[src/rtl/bcdclk_pkg.sv]
// Package: widths, command and register codes, and word types of the BCD clock
`timescale 1ns / 1ps
`default_nettype none
package bcdclk_pkg;

	localparam int ALARM_SLOTS_DEF = 5;
	localparam int SLOT_W          = 3;
	localparam int CFG_IDX_W       = 1;
	localparam int CFG_DATA_W      = 12;
	localparam int TPS_W           = 6;
	localparam int HOLD_W          = 12;
	localparam int HOUR_W          = 5;
	localparam int MIN_W           = 6;

	localparam logic [TPS_W-1:0]  TPS_RESET  = 6'd31;
	localparam logic [HOLD_W-1:0] HOLD_RESET = 12'd1860;
	localparam logic [HOLD_W-1:0] HOLD_MAX   = 12'd4095;

	localparam logic [1:0] CMD_TICK     = 2'd0;
	localparam logic [1:0] CMD_SET_TIME = 2'd1;
	localparam logic [1:0] CMD_LOAD     = 2'd2;

	localparam logic [CFG_IDX_W-1:0] REG_TICKS_PER_SECOND   = 1'd0;
	localparam logic [CFG_IDX_W-1:0] REG_DISPLAY_HOLD_TICKS = 1'd1;

	typedef struct packed {
		logic [1:0]        cmd;
		logic [HOUR_W-1:0] hour_value;
		logic [MIN_W-1:0]  minute_value;
		logic [SLOT_W-1:0] slot_index;
	} in_word_t;

	typedef struct packed {
		logic [3:0]        sec_units;
		logic [2:0]        sec_tens;
		logic [3:0]        min_units;
		logic [2:0]        min_tens;
		logic [3:0]        hour_units;
		logic [1:0]        hour_tens;
		logic              alarm_fired;
		logic [SLOT_W-1:0] fired_slot;
		logic              hold_cleared;
	} out_word_t;

endpackage
`default_nettype wire

[src/rtl/bcdclk_ifs.sv]
// Valid/ready channel interfaces for command words and result words
`timescale 1ns / 1ps
`default_nettype none
interface bcdclk_in_if import bcdclk_pkg::*; ();
	logic     valid;
	logic     ready;
	in_word_t data;

	modport source (output valid, output data, input ready);
	modport sink (input valid, input data, output ready);
endinterface

interface bcdclk_out_if import bcdclk_pkg::*; ();
	logic      valid;
	logic      ready;
	out_word_t data;

	modport source (output valid, output data, input ready);
	modport sink (input valid, input data, output ready);
endinterface
`default_nettype wire

[src/rtl/bcd_clock_with_alarm_slots.sv]
// 24-hour BCD clock with alarm slots, display hold and tick prescaler
// One result word per command word, showing the time after the command. A word
// is taken every cycle unless the result side stalls: it lands in an input
// register, and then one pass of logic updates prescaler, time digits, alarm
// table and hold counter and writes the result register, so throughput is one
// word per cycle while not stalled. All slots are compared in parallel; the
// lowest matching slot fires. Ticks are ignored until slot 0 or 1 is loaded
// with a nonzero time. Write the config port only while no word is in flight.
`timescale 1ns / 1ps
`default_nettype none
module bcd_clock_with_alarm_slots import bcdclk_pkg::*; #(
	parameter int ALARM_SLOTS = ALARM_SLOTS_DEF
) (
	input  wire logic                  clk,
	input  wire logic                  arst_n,
	input  wire logic                  cfg_we,
	input  wire logic [CFG_IDX_W-1:0]  cfg_index,
	input  wire logic [CFG_DATA_W-1:0] cfg_data,
	bcdclk_in_if.sink                  item,
	bcdclk_out_if.source               result
);

	typedef struct packed {
		logic [HOUR_W-1:0] hour;
		logic [MIN_W-1:0]  minute;
	} alarm_t;

	function automatic logic [2:0] tens_of(input logic [MIN_W-1:0] v);
		logic [2:0] t;
		if (v >= 6'd50) begin
			t = 3'd5;
		end else if (v >= 6'd40) begin
			t = 3'd4;
		end else if (v >= 6'd30) begin
			t = 3'd3;
		end else if (v >= 6'd20) begin
			t = 3'd2;
		end else if (v >= 6'd10) begin
			t = 3'd1;
		end else begin
			t = 3'd0;
		end
		return t;
	endfunction

	function automatic logic [3:0] units_of(input logic [MIN_W-1:0] v, input logic [2:0] t);
		logic [MIN_W-1:0] u;
		u = v - MIN_W'({t, 3'b000}) - MIN_W'({t, 1'b0});
		return u[3:0];
	endfunction

	// config
	logic [TPS_W-1:0]  tps_q;
	logic [HOLD_W-1:0] hold_ticks_q;

	// input register
	logic     vld_s1;
	in_word_t word_s1;

	// clock state
	logic [TPS_W-1:0]  prescale_q;
	logic [3:0]        su_q, mu_q, hu_q;
	logic [2:0]        st_q, mt_q;
	logic [1:0]        ht_q;
	logic              running_q;
	logic              hold_act_q;
	logic [HOLD_W-1:0] hold_cnt_q;
	alarm_t            alarm_q [ALARM_SLOTS];

	// result register
	logic      vld_s2;
	out_word_t word_s2;

	logic adv;

	// next-state values
	logic [TPS_W-1:0]  prescale_d;
	logic [3:0]        su_d, mu_d, hu_d;
	logic [2:0]        st_d, mt_d;
	logic [1:0]        ht_d;
	logic              running_d;
	logic              hold_act_d;
	logic [HOLD_W-1:0] hold_cnt_d;
	logic              fired, cleared;
	logic [SLOT_W-1:0] fslot;
	logic              load_en;
	logic              in_range;

	assign adv          = vld_s1 && (!vld_s2 || result.ready);
	assign item.ready   = !vld_s1 || adv;
	assign result.valid = vld_s2;
	assign result.data  = word_s2;

	always_comb begin
		logic [TPS_W-1:0]  pnext;
		logic [HOLD_W-1:0] cnt_inc;
		logic [HOUR_W-1:0] hbin;
		logic [MIN_W-1:0]  mbin;
		logic [2:0]        mv_t;
		logic [2:0]        hv_t;
		logic              match;

		prescale_d = prescale_q;
		su_d       = su_q;
		st_d       = st_q;
		mu_d       = mu_q;
		mt_d       = mt_q;
		hu_d       = hu_q;
		ht_d       = ht_q;
		running_d  = running_q;
		hold_act_d = hold_act_q;
		hold_cnt_d = hold_cnt_q;
		fired      = 1'b0;
		cleared    = 1'b0;
		fslot      = '0;
		load_en    = 1'b0;
		pnext      = prescale_q + 1'b1;
		cnt_inc    = (hold_cnt_q < HOLD_MAX) ? hold_cnt_q + 1'b1 : hold_cnt_q;
		in_range   = (word_s1.hour_value <= 5'd23) && (word_s1.minute_value <= 6'd59);
		mv_t       = tens_of(word_s1.minute_value);
		hv_t       = tens_of(MIN_W'(word_s1.hour_value));
		hbin       = '0;
		mbin       = '0;
		match      = 1'b0;

		case (word_s1.cmd)
			CMD_SET_TIME: begin
				if (in_range) begin
					ht_d = hv_t[1:0];
					hu_d = units_of(MIN_W'(word_s1.hour_value), hv_t);
					mt_d = mv_t;
					mu_d = units_of(word_s1.minute_value, mv_t);
				end
			end
			CMD_LOAD: begin
				if (in_range && (32'(word_s1.slot_index) < ALARM_SLOTS)) begin
					load_en = 1'b1;
					if ((word_s1.slot_index <= 3'd1) &&
					    ((word_s1.hour_value != '0) || (word_s1.minute_value != '0))) begin
						running_d = 1'b1;
					end
				end
			end
			CMD_TICK: begin
				if (running_q) begin
					if (pnext >= tps_q) begin
						prescale_d = '0;
						su_d = su_q + 1'b1;
						if (su_d >= 4'd10) begin
							su_d = '0;
							st_d = st_q + 1'b1;
						end
						if (st_d >= 3'd6) begin
							st_d = '0;
							mu_d = mu_q + 1'b1;
						end
						if (mu_d >= 4'd10) begin
							mu_d = '0;
							mt_d = mt_q + 1'b1;
						end
						if (mt_d >= 3'd6) begin
							mt_d = '0;
							hu_d = hu_q + 1'b1;
						end
						if (hu_d >= 4'd10) begin
							hu_d = '0;
							ht_d = ht_q + 1'b1;
						end
						if ((ht_d >= 2'd2) && (hu_d >= 4'd4)) begin
							su_d = '0;
							st_d = '0;
							mu_d = '0;
							mt_d = '0;
							hu_d = '0;
							ht_d = '0;
						end
					end else begin
						prescale_d = pnext;
					end

					hbin = HOUR_W'({ht_d, 3'b000}) + HOUR_W'({ht_d, 1'b0}) + HOUR_W'(hu_d);
					mbin = MIN_W'({mt_d, 3'b000}) + MIN_W'({mt_d, 1'b0}) + MIN_W'(mu_d);

					if (hold_act_q) begin
						hold_cnt_d = cnt_inc;
						if (cnt_inc >= hold_ticks_q) begin
							hold_act_d = 1'b0;
							hold_cnt_d = '0;
							cleared    = 1'b1;
						end
					end else if ((su_d == 4'd0) && (st_d == 3'd0)) begin
						// lowest slot wins: scan from the top down
						for (int i = ALARM_SLOTS - 1; i >= 0; i--) begin
							if ((alarm_q[i].hour == hbin) && (alarm_q[i].minute == mbin)) begin
								match = 1'b1;
								fslot = SLOT_W'(i);
							end
						end
						if (match) begin
							fired      = 1'b1;
							hold_act_d = 1'b1;
							hold_cnt_d = '0;
						end
					end
				end
			end
			default: begin
			end
		endcase
	end

	always_ff @(posedge clk or negedge arst_n) begin
		if (!arst_n) begin
			tps_q        <= TPS_RESET;
			hold_ticks_q <= HOLD_RESET;
		end else if (cfg_we) begin
			case (cfg_index)
				REG_TICKS_PER_SECOND:   tps_q        <= cfg_data[TPS_W-1:0];
				REG_DISPLAY_HOLD_TICKS: hold_ticks_q <= cfg_data[HOLD_W-1:0];
				default: begin
				end
			endcase
		end
	end

	always_ff @(posedge clk or negedge arst_n) begin
		if (!arst_n) begin
			vld_s1 <= 1'b0;
		end else if (item.ready) begin
			vld_s1 <= item.valid;
		end
	end

	always_ff @(posedge clk) begin
		if (item.ready && item.valid) begin
			word_s1 <= item.data;
		end
	end

	always_ff @(posedge clk or negedge arst_n) begin
		if (!arst_n) begin
			prescale_q <= '0;
			su_q       <= '0;
			st_q       <= '0;
			mu_q       <= '0;
			mt_q       <= '0;
			hu_q       <= '0;
			ht_q       <= '0;
			running_q  <= 1'b0;
			hold_act_q <= 1'b0;
			hold_cnt_q <= '0;
			for (int i = 0; i < ALARM_SLOTS; i++) begin
				alarm_q[i] <= '0;
			end
		end else if (adv) begin
			prescale_q <= prescale_d;
			su_q       <= su_d;
			st_q       <= st_d;
			mu_q       <= mu_d;
			mt_q       <= mt_d;
			hu_q       <= hu_d;
			ht_q       <= ht_d;
			running_q  <= running_d;
			hold_act_q <= hold_act_d;
			hold_cnt_q <= hold_cnt_d;
			for (int i = 0; i < ALARM_SLOTS; i++) begin
				if (load_en && (32'(word_s1.slot_index) == i)) begin
					alarm_q[i] <= '{hour: word_s1.hour_value, minute: word_s1.minute_value};
				end
			end
		end
	end

	always_ff @(posedge clk or negedge arst_n) begin
		if (!arst_n) begin
			vld_s2 <= 1'b0;
		end else if (adv) begin
			vld_s2 <= 1'b1;
		end else if (result.ready) begin
			vld_s2 <= 1'b0;
		end
	end

	always_ff @(posedge clk) begin
		if (adv) begin
			word_s2.sec_units    <= su_d;
			word_s2.sec_tens     <= st_d;
			word_s2.min_units    <= mu_d;
			word_s2.min_tens     <= mt_d;
			word_s2.hour_units   <= hu_d;
			word_s2.hour_tens    <= ht_d;
			word_s2.alarm_fired  <= fired;
			word_s2.fired_slot   <= fslot;
			word_s2.hold_cleared <= cleared;
		end
	end

	a_fire_xor_clear: assert property (@(posedge clk) disable iff (!arst_n)
		vld_s2 |-> !(word_s2.alarm_fired && word_s2.hold_cleared))
		else $error("alarm fired and hold cleared in the same word");

	a_held_prescale: assert property (@(posedge clk) disable iff (!arst_n)
		!running_q |-> (prescale_q == '0))
		else $error("prescaler moved while clock held");

	a_hold_count_idle: assert property (@(posedge clk) disable iff (!arst_n)
		!hold_act_q |-> (hold_cnt_q == '0))
		else $error("hold count nonzero with no hold active");

	a_fire_starts_hold: assert property (@(posedge clk) disable iff (!arst_n)
		(adv && fired) |=> hold_act_q)
		else $error("alarm fired without starting a hold");

endmodule
`default_nettype wire

[src/flat_wrapper.sv]
// flat-port wrapper written by rule: the top's interface ports become plain ports
module bcd_clock_with_alarm_slots_flat import bcdclk_pkg::*;
#(
	parameter int ALARM_SLOTS = ALARM_SLOTS_DEF
)
  (clk, arst_n, cfg_we, cfg_index, cfg_data, item_valid, item_data, item_ready, result_valid, result_data, result_ready);
  bcdclk_in_if item_i ();
  bcdclk_out_if result_i ();
  input  wire logic clk;
  input  wire logic arst_n;
  input  wire logic cfg_we;
  input  wire logic [CFG_IDX_W-1:0] cfg_index;
  input  wire logic [CFG_DATA_W-1:0] cfg_data;
  input wire logic [$bits(item_i.valid)-1:0] item_valid;
  input wire logic [$bits(item_i.data)-1:0] item_data;
  output wire logic [$bits(item_i.ready)-1:0] item_ready;
  output wire logic [$bits(result_i.valid)-1:0] result_valid;
  output wire logic [$bits(result_i.data)-1:0] result_data;
  input wire logic [$bits(result_i.ready)-1:0] result_ready;
  assign item_i.valid = item_valid;
  assign item_i.data = item_data;
  assign item_ready = item_i.ready;
  assign result_valid = result_i.valid;
  assign result_data = result_i.data;
  assign result_i.ready = result_ready;
  bcd_clock_with_alarm_slots #(.ALARM_SLOTS(ALARM_SLOTS)) u_core (.clk(clk), .arst_n(arst_n), .cfg_we(cfg_we), .cfg_index(cfg_index), .cfg_data(cfg_data), .item(item_i), .result(result_i));
endmodule
[config.mk]
export PLATFORM = sky130hd
export DESIGN_NAME = bcd_clock_with_alarm_slots_flat
export DESIGN_NICKNAME = d
export VERILOG_FILES = /design/src/rtl/bcdclk_pkg.sv /design/src/rtl/bcdclk_ifs.sv /design/src/rtl/bcd_clock_with_alarm_slots.sv /design/src/flat_wrapper.sv
export SDC_FILE = /design/constraint.sdc
export NUM_CORES = 1
export LEC_CHECK = 0
export ABC_AREA = 1
export ABC_CLOCK_PERIOD_IN_PS = 6400
export BUFFER_PORTS_ARGS = -buffer_cell sky130_fd_sc_hd__buf_2
export CORE_AREA = 3 3 158 160
export CTS_CLUSTER_SIZE = 20
export DETAILED_ROUTE_END_ITERATION = 7
export DIE_AREA = 0 0 161 163
export PLACE_DENSITY = 0.56
export SLEW_MARGIN = 20
export SYNTH_ARGS = -nofsm -noshare
export SYNTH_HDL_FRONTEND = slang
export SYNTH_SLANG_ARGS = --single-unit
[constraint.sdc]
create_clock -name clk -period 6.4 [get_ports clk]
set_clock_uncertainty 0.2 [all_clocks]
set_input_delay 1.28 -clock clk [delete_from_list [all_inputs] [get_ports clk]]
set_output_delay 1.28 -clock clk [all_outputs]
set_load 0.01 [all_outputs]
==> impl_summary.md, run 1 <==
Die
The vertical die dimension is 163 µm. For this configuration, the core starts out at a cell density of 0.399. The overall die area is 26,200 µm². The row count is 56. In this run the horizontal extent of the chip is about 160 µm.

The number of placed I/O pins is 61. The core region area is 23,500 µm².

Critical path
The element type at the critical path end is a flop. The beginning of the worst register-to-register path is u_core.su_q[0]$_DFFE_PN0P_. STA classifies the critical path startpoint as a flop. The critical setup path kind is reg2reg.

The end point of the critical path is u_core.hold_cnt_q[3]$_DFFE_PN0P_. The slowest stage of the critical path belongs to the cell fa_2. The maximum single-stage delay on the critical path is between 0.6 and 0.7 ns.

The number of cells on the worst reg-to-reg path is 43. The arrival time reported for the critical path endpoint is roughly 6.2 ns. In this run the worst path has a maximum fanout of 7. The worst register-to-register path ends at u_core.hold_cnt_q[3]$_DFFE_PN0P_.

The critical path startpoint is u_core.su_q[0]$_DFFE_PN0P_. For the worst setup path, the data required time is between 6 and 7 ns. The slack of the worst reg-to-reg path is about 0.32 ns.

Timing
Setup violations remaining at the end of the flow were counted as 0. The worst hold slack is around 0.29 ns. At the pin with the least slew margin, the transition time is 0.977 ns.

For this run, the top clock speed supported by timing is 165 MHz. The final hold violation count is 0. Measured against its own limit, the worst slew margin works out to 0.347.

Setup repair after global routing could not meet its margin everywhere. The max-slew violation total from the final report is 0. The portion of the clock cycle consumed by the worst path in the final layout is 0.950. The clock period minus worst slack is 6.08 ns.

Route
After detailed routing, the number of remaining DRC violations is 0. In the final routed layout, each cell accounts on average for around 16 µm. The count of antenna-violating nets left after detailed routing is 0.

The sum of routed wire length over all layers is 24.3 mm. The violation count after the first detailed-route iteration is 600. The routed layout has 7,890 vias. The number of detailed-routing iterations run before antenna repair is 6.

The via-per-instance ratio is 5.08.

Finish
The final instance count without filler cells is 1,553. In the final design database the tool counted approximately 1,300 nets. The repair_antennas step left the layout with diodes totalling 0. Of the cells placed in the final design, the portion with a size suffix greater than 1 is 0.182. Fill cells in the final layout number between 2,000 and 2,500. The relative area change from synthesis to final layout is 17.9%.

Synthesis
The largest area contributor in the synthesized netlist is dfrtp_1. Synthesis produced a netlist with a net count of 1,231. The sequential fraction of the synthesis area is 0.438. The area of the mapped netlist is 9400 µm². Averaged over all synthesized cells, the footprint is roughly 8.2 µm². After technology mapping, the gate count stands at 1,149. Of the post-synthesis cell area, the dominant cell type holds 0.279. After synthesis the netlist holds a flip-flop and latch count of 156. After synthesis, the netlist uses 47 different library cells.

The count of synthesis-stage warnings from yosys is 0. By area the synthesized netlist is led by dfrtp_1 (28%), edfxtp_1 (13%), nand2_1 (9.6%).

CTS
The clock passes through at most 2 buffers. The H-tree was split into 4 levels. TritonCTS created 17 clock buffers.

Clock-pin slew was measured on the worst setup and hold paths at 0.07 ns. TritonCTS built the clock tree. The clock drives 156 sinks. Hold repair after CTS inserted 0 buffers.

The worst-skew pair later-pin latency is 0.44 ns. The clock root buffer master is clkbuf_16.

GRT
The number of antenna violations at the first check in global routing is 0. Summed over all layers, the global routing overflow is 0. Entering global routing, the biggest net connects 62 pins. The wire length of the first global-routing pass is around 40 mm. The via count of the first global-routing pass is 7,577. The total global routing track utilization is 0.188.

Place
The count of port buffers added during placement is 60. The HPWL after detailed placement is 17.6 mm. Once placement completed, the tool counted placed cells totaling 1,504.

The weighted congestion reported at the end of routability-driven placement is between 0.8 and 0.9.

Power
Of the total power, the share spent switching nets is 0.460. In this run the static leakage power is 0.00517 µW. Of the total power, combinational logic draws 0.568. The power share of the sequential group is 0.248.

The power density over the cells is 520 nW/µm². The share of total power dissipated in the clock network is 0.184. The maximum resistive drop on vdd is 0.000255 V. For this design the total switching power over the nets is 2650 µW. The internal power of the cells totals 3120 µW.

Run status
The flow ran to the end, and the final reports show no timing, DRC or antenna violations.

Min path
The min-delay analysis places its worst path in the category reg2reg.

Flow run
The tool flagged a number of max-cap violations equal to 0.
-- critical path: cells and delay by family, from the launching register on --
family                     cells  cell delay [ns]
and+or+nand+nor               32             2.99
adders and majority gates      3             1.46
DFF                            1             0.45
buffers and inverters          6             0.44
AOI/OAI and AO/OA              2             0.40
-- cell usage in the layout (no fill, tap or decap), types with 10 or more instances in the layout --
cell	count
nand2_1	222
inv_1	148
o21ai_0	120
dfrtp_1	104
nand3_1	73
nor2_1	59
buf_2	59
a21oi_1	51
ha_1	44
edfxtp_1	41
nand2_2	34
xor2_1	33
xnor2_1	27
buf_4	27
nand4_1	23
clkbuf_16	18
o21a_1	12
nand2_4	12
nor3_1	11
o221ai_1	10
dfstp_2	10
-- metal layers --
layer  GRT usage  up-vias  wire (µm)  part of all wire
met5           0        -          0                 0
met4      0.0497        0        320             0.013
met3      0.0270       24        976             0.040
met2       0.314      166      11600              0.48
met1       0.259     3738      11400              0.47
li1            -     3962          -                 -
-- how the worst min path moves through the flow --
stage | from | endpoint | slack, ns | cells after the start
6_report | u_core.hold_ticks_q[6]$_DFFE_PN1P_ | u_core.hold_ticks_q[6]$_DFFE_PN1P_ | 0.29 | 2
2_1_floorplan | u_core.hold_ticks_q[1]$_DFFE_PN0P_ | u_core.hold_ticks_q[1]$_DFFE_PN0P_ | 0.25 | 2
4_1_cts | u_core.hold_ticks_q[6]$_DFFE_PN1P_ | u_core.hold_ticks_q[6]$_DFFE_PN1P_ | 0.29 | 2
3_3_place_gp | u_core.hold_ticks_q[5]$_DFFE_PN0P_ | u_core.hold_ticks_q[5]$_DFFE_PN0P_ | 0.27 | 2
5_1_grt | u_core.hold_ticks_q[3]$_DFFE_PN0P_ | u_core.hold_ticks_q[3]$_DFFE_PN0P_ | 0.32 | 2
3_5_place_dp | u_core.hold_ticks_q[5]$_DFFE_PN0P_ | u_core.hold_ticks_q[5]$_DFFE_PN0P_ | 0.28 | 2
-- area by class of cell --
cell class                 count  area [µm²]  share of cell area
multi-input combinational    796        4790               0.432
sequential                   156        4120               0.372
inverter                     160         611              0.0551
timing repair buffer          90         561              0.0506
clock buffer                  17         425              0.0384
tap                          319         399              0.0360
clock inverter                15         175              0.0158
-- synth_stat cells (all sizes together) --
master       number
nor4              4
o22ai             4
dfrtp           105
o311ai            2
nor3             13
fa                3
and3              1
or2               1
inv             157
xor2             34
a21boi            2
ha               45
nand4            23
a31oi             2
buf               5
a32oi             1
o211ai            9
o221ai           10
nand2           268
clkbuf           32
nand3            82
clkinv            3
o21ai           123
o21a             12
a2111oi           2
nand3b            4
nor2             67
o32ai             3
nor4b             1
xnor2            27
edfxtp           41
dlygate4sd1       1
a221oi            1
a21oi            51
dfstp            10
-- sequential cells by signal, summed over array words and instances, names as in the netlist, 3 cells and up --
name                 cells
u_core.hold_cnt_q       12
u_core.hu_q              4
u_core.tps_q             6
u_core.st_q              3
u_core.mu_q              4
u_core.su_q              4
u_core.hold_ticks_q     12
u_core.prescale_q        6
u_core.alarm_q          55
u_core.word_s1          16
u_core.mt_q              3
u_core.result.data      25
-- cells by family (layout without fill, tap and decap cells) --
| kind of cell | count (synthesis) | count (layout) | share of synthesized area |
|---|---|---|---|
| AOI/OAI and AO/OA | 222 | 222 | 0.133 |
| and+or+nand+nor | 464 | 465 | 0.224 |
| xor gates and xnor gates | 61 | 61 | 0.0568 |
| adders and majority gates | 48 | 48 | 0.0663 |
| buffers and inverters | 198 | 282 | 0.0814 |
| DFF | 156 | 156 | 0.438 |
-- power by group through the flow --
stage	registers [µW]	clock network (µW)	logic [µW]
floorplan	1420	0	2030
global placement	1440	0	2790
detailed placement	1450	0	2790
CTS	1430	1080	2810
global route	1460	1130	3650
finish	1430	1060	3270
-- through the flow --
step           cell area [µm²]  power, µW  utilization  TNS [ns]  setup WS [ns]
2_1_floorplan             9400       3450            -         0          0.669
3_3_place_gp             10100       4240        0.427         0          0.233
3_5_place_dp             10100       4240        0.427         0         0.0794
4_1_cts                  10700       5310        0.453         0         0.0446
5_1_grt                  11100       6230        0.471    -0.893         -0.121
6_report                 11100       5770        0.471         0          0.322
-- timing repair --
action                                  CTS  global route
endpoints found under the setup margin    0            17
resized for setup                         0            66
buffers inserted                          0            16
endpoints found under the hold margin     0             0
(Power assumes the default switching activity.)
==> run 2: changes to the inputs <==
--- a/config.mk
+++ b/config.mk
@@ -8,10 +8,10 @@
 export ABC_AREA = 1
 export ABC_CLOCK_PERIOD_IN_PS = 6400
 export BUFFER_PORTS_ARGS = -buffer_cell sky130_fd_sc_hd__buf_2
-export CORE_AREA = 3 3 158 160
+export CORE_AREA = 5 5 115 225
 export CTS_CLUSTER_SIZE = 20
 export DETAILED_ROUTE_END_ITERATION = 7
-export DIE_AREA = 0 0 161 163
+export DIE_AREA = 0 0 120 230
 export PLACE_DENSITY = 0.56
 export SLEW_MARGIN = 20
 export SYNTH_ARGS = -nofsm -noshare
==> impl_summary.md, run 2 (same netlist as run 1, synthesis figures left out) <==
Run status
The run finished with clean final reports.

CTS
The TritonCTS sink count is 156 (unchanged). The maximum level of the CTS H-tree is 4 (unchanged). The clock transition time at the flip-flop clock pins of the worst setup and hold paths was 0.06 ns (about the same). The CTS tree is yes. The clock root buffer master is clkbuf_16.

The clock buffer count from CTS is 17 (unchanged). The quantity of hold-fixing buffers added after cts is 0 (unchanged). The maximum clock insertion buffer count was 2 (unchanged). The worst-skew pair later-pin latency is 0.46 ns (+0.02 ns).

Finish
u_core.alarm_q holds more flip-flops than any other register. The flip-flop count of the largest register, all copies and words added is 55 (unchanged). The share of final-layout standard cells stronger than drive strength 1 is 0.200 (+0.0188). The final instance count without filler cells came to 1,545 (-0.52%).

In the layout the commonest cells are nand2_1 (220), inv_1 (147), o21ai_0 (120). The most common cell after layout, fill and taps aside is nand2_1. The area occupied by multi-input gates is 4850 µm² (+1.2%).

The area of all sequential standard cells is 4120 µm² (about the same). Compared with the post-synthesis result, the final layout area differs by 20.2%. The final non-filler cell area came to 11,300 µm² (+1.9%). The antenna diode instance count came to 0 (unchanged). The layout filler cell count is 2,361 (+1.2%). The net count of the finished layout is 1,327 (+1.8%).

Critical path
STA classifies the critical path endpoint as a flop. The maximum single-stage delay on the critical path came to 0.58 ns (-0.10 ns). The startpoint class of the critical path is a flop. The maximum fanout count along the critical path is 6 (-1). The cell occurring most often along the worst timing path is nand2_2. The arrival time reported for the critical path endpoint is 6.43 ns (+0.22 ns). The critical setup path kind is reg2reg. The data required time at the worst endpoint is 6.55 ns (about the same).

The slowest cell on the critical path is fa_1.

Route
The sum of routed wire length over all layers is 28.4 mm (+17%). The violation count after the first detailed-route iteration came to 456 (-24%). The post-detailed-route wirelength per cell was 18.4 µm (+17%). The via-per-instance ratio is 5.26 (+3.5%). The count of antenna-violating nets left after detailed routing is 0 (unchanged).

The number of remaining DRC errors was 0 (unchanged). The number of vias in the routed layout is 8,127 (+3.0%). The number of detailed-routing iterations run before antenna repair is 5 (-1).

GRT
The met2 track demand over resource is 0.416 (+0.102). The met3 layer usage reported by global route is 0.0275 (+0.000587). The number of antenna violations at the first check in global routing is 0 (unchanged). The layer flagged by global routing as most heavily used is met2. The total grt overflow was 0 (unchanged). The met1 routing resource usage after global routing is 0.181 (-0.0779). The largest net degree at the start of global routing came to 61 (-1.6%). The wire length of the first global-routing pass was 43.5 mm (+11%). The total global routing track utilization was 0.208 (+0.0196).

The via count of the first global-routing pass is 8,109 (+7.0%).

Place
The count of port buffers added during placement was 60 (unchanged). The placed instance area is 10,200 µm² (+1.7%). The HPWL after detailed placement is 22.2 mm (+26%). The number of cells in the design after placement is 1,499 (-0.33%).

The weighted congestion reported at the end of routability-driven placement is 0.976 (+13%).

Die
The row count was 80 (+43%). The core region area is 23,900 µm² (+1.6%). The initial cell density of the core is 0.393 (-0.00635). The vertical die dimension was 230 µm (+41%). The overall die area came to 27,600 µm² (+5.2%). The number of placed I/O pins was 61 (unchanged). The die width is 120 µm (-25%).

Timing
Setup repair after global routing could not meet its margin everywhere. The final count of negative-setup-slack endpoints is 0 (unchanged). The actual slew at the worst max-slew pin is 1.05 ns (+0.0687 ns). The achievable clock frequency is 159 MHz (-3.3%). The clock period minus worst slack came to 6.29 ns (+0.208 ns).

The final hold violation count is 0 (unchanged). The headroom to the max-slew limit is 0.301 (-0.0459). The portion of the clock cycle consumed by the worst path in the final layout is 0.982 (+0.0325).

The max-slew violation total from the final report is 0 (unchanged).

Min path
The worst hold-check path type is reg2reg.

Flow run
The max-capacitance violation count is 0 (unchanged).

Power
The total power consumption of the routed design was 6250 µW (+8.3%). The leakage power summed over all cells is 0.00528 µW (+2.2%). The power density over the cells is 553 nW/µm² (+6.2%). The maximum resistive drop on vdd is 0.000350 V (+37%).
[run 2: cell types whose count changed in the layout (fill, tap and decap cells not counted), sizes merged]
cell,before,now
buf,89,113
bufinv,2,3
clkbuf,18,19
clkinv,6,10
clkinvlp,1,3
inv,166,158
[run 2: what timing repair did]
item,CTS,global route
resized for setup,8,68
pin swaps,1,33
cloned,0,2
endpoints found under the setup margin,17,17
buffers inserted,0,12
[run 2: final cells by class]
class | count | area share
timing repair buffer | 114 | 0.0666
multi-input combinational | 796 | 0.429
tap | 287 | 0.0318
clock inverter | 14 | 0.0151
clock buffer | 18 | 0.0389
sequential | 156 | 0.365
inverter | 160 | 0.0538
[run 2: critical path, delay by kind of cell (launching register included)]
kind / cells / cell delay [ns]
and+or+nand+nor: 31 / 3.01
DFF: 1 / 0.39
AOI/OAI and AO/OA: 2 / 0.45
buffers and inverters: 9 / 0.71
adders and majority gates: 3 / 1.40
[run 2: layer usage]
layer  share of wire  routed length, µm  vias to the layer above
met1            0.32               9170                     3886
met3           0.027                770                       80
met2            0.58              16500                      162
li1                -                  -                     3999
met5               0                  0                        -
met4           0.069               1960                        0
[run 2: final timing paths]
kind | startpoint | endpoint | slack, ns | cells after the start
worst max-delay path | u_core.su_q[1]$_DFFE_PN0P_ | u_core.hold_cnt_q[5]$_DFFE_PN0P_ | 0.11 | 45
worst min-delay path | u_core.hold_ticks_q[4]$_DFFE_PN0P_ | u_core.hold_ticks_q[4]$_DFFE_PN0P_ | 0.29 | 2
worst max register to register | u_core.su_q[1]$_DFFE_PN0P_ | u_core.hold_cnt_q[5]$_DFFE_PN0P_ | 0.11 | 45
worst min register to register | u_core.hold_ticks_q[4]$_DFFE_PN0P_ | u_core.hold_ticks_q[4]$_DFFE_PN0P_ | 0.29 | 2
max in group asynchronous | arst_n | u_core.alarm_q[50]$_DFFE_PN0P_ | 4.53 | 2
min in group asynchronous | arst_n | u_core.prescale_q[2]$_DFFE_PN0P_ | 0.44 | 1
[run 2: through the flow]
step | TNS (ns) | util | setup slack, ns | hold slack [ns]
2_1_floorplan | 0 | - | 0.669 | 0.253
3_3_place_gp | -5.95 | 0.428 | -0.435 | 0.270
3_5_place_dp | -7.95 | 0.428 | -0.567 | 0.277
4_1_cts | 0 | 0.455 | 0.00150 | 0.293
5_1_grt | -1.70 | 0.472 | -0.156 | 0.312
6_report | 0 | 0.472 | 0.114 | 0.287
[run 2: report_power, final]
| part | internal, µW | leakage [µW] | switching (µW) | total (µW) |
|---|---|---|---|---|
| combinational | 1470 | 0.00313 | 2270 | 3740 |
| clock | 623 | 0.000290 | 436 | 1060 |
| sequential | 1260 | 0.00186 | 188 | 1450 |
| total | 3350 | 0.00528 | 2890 | 6250 |
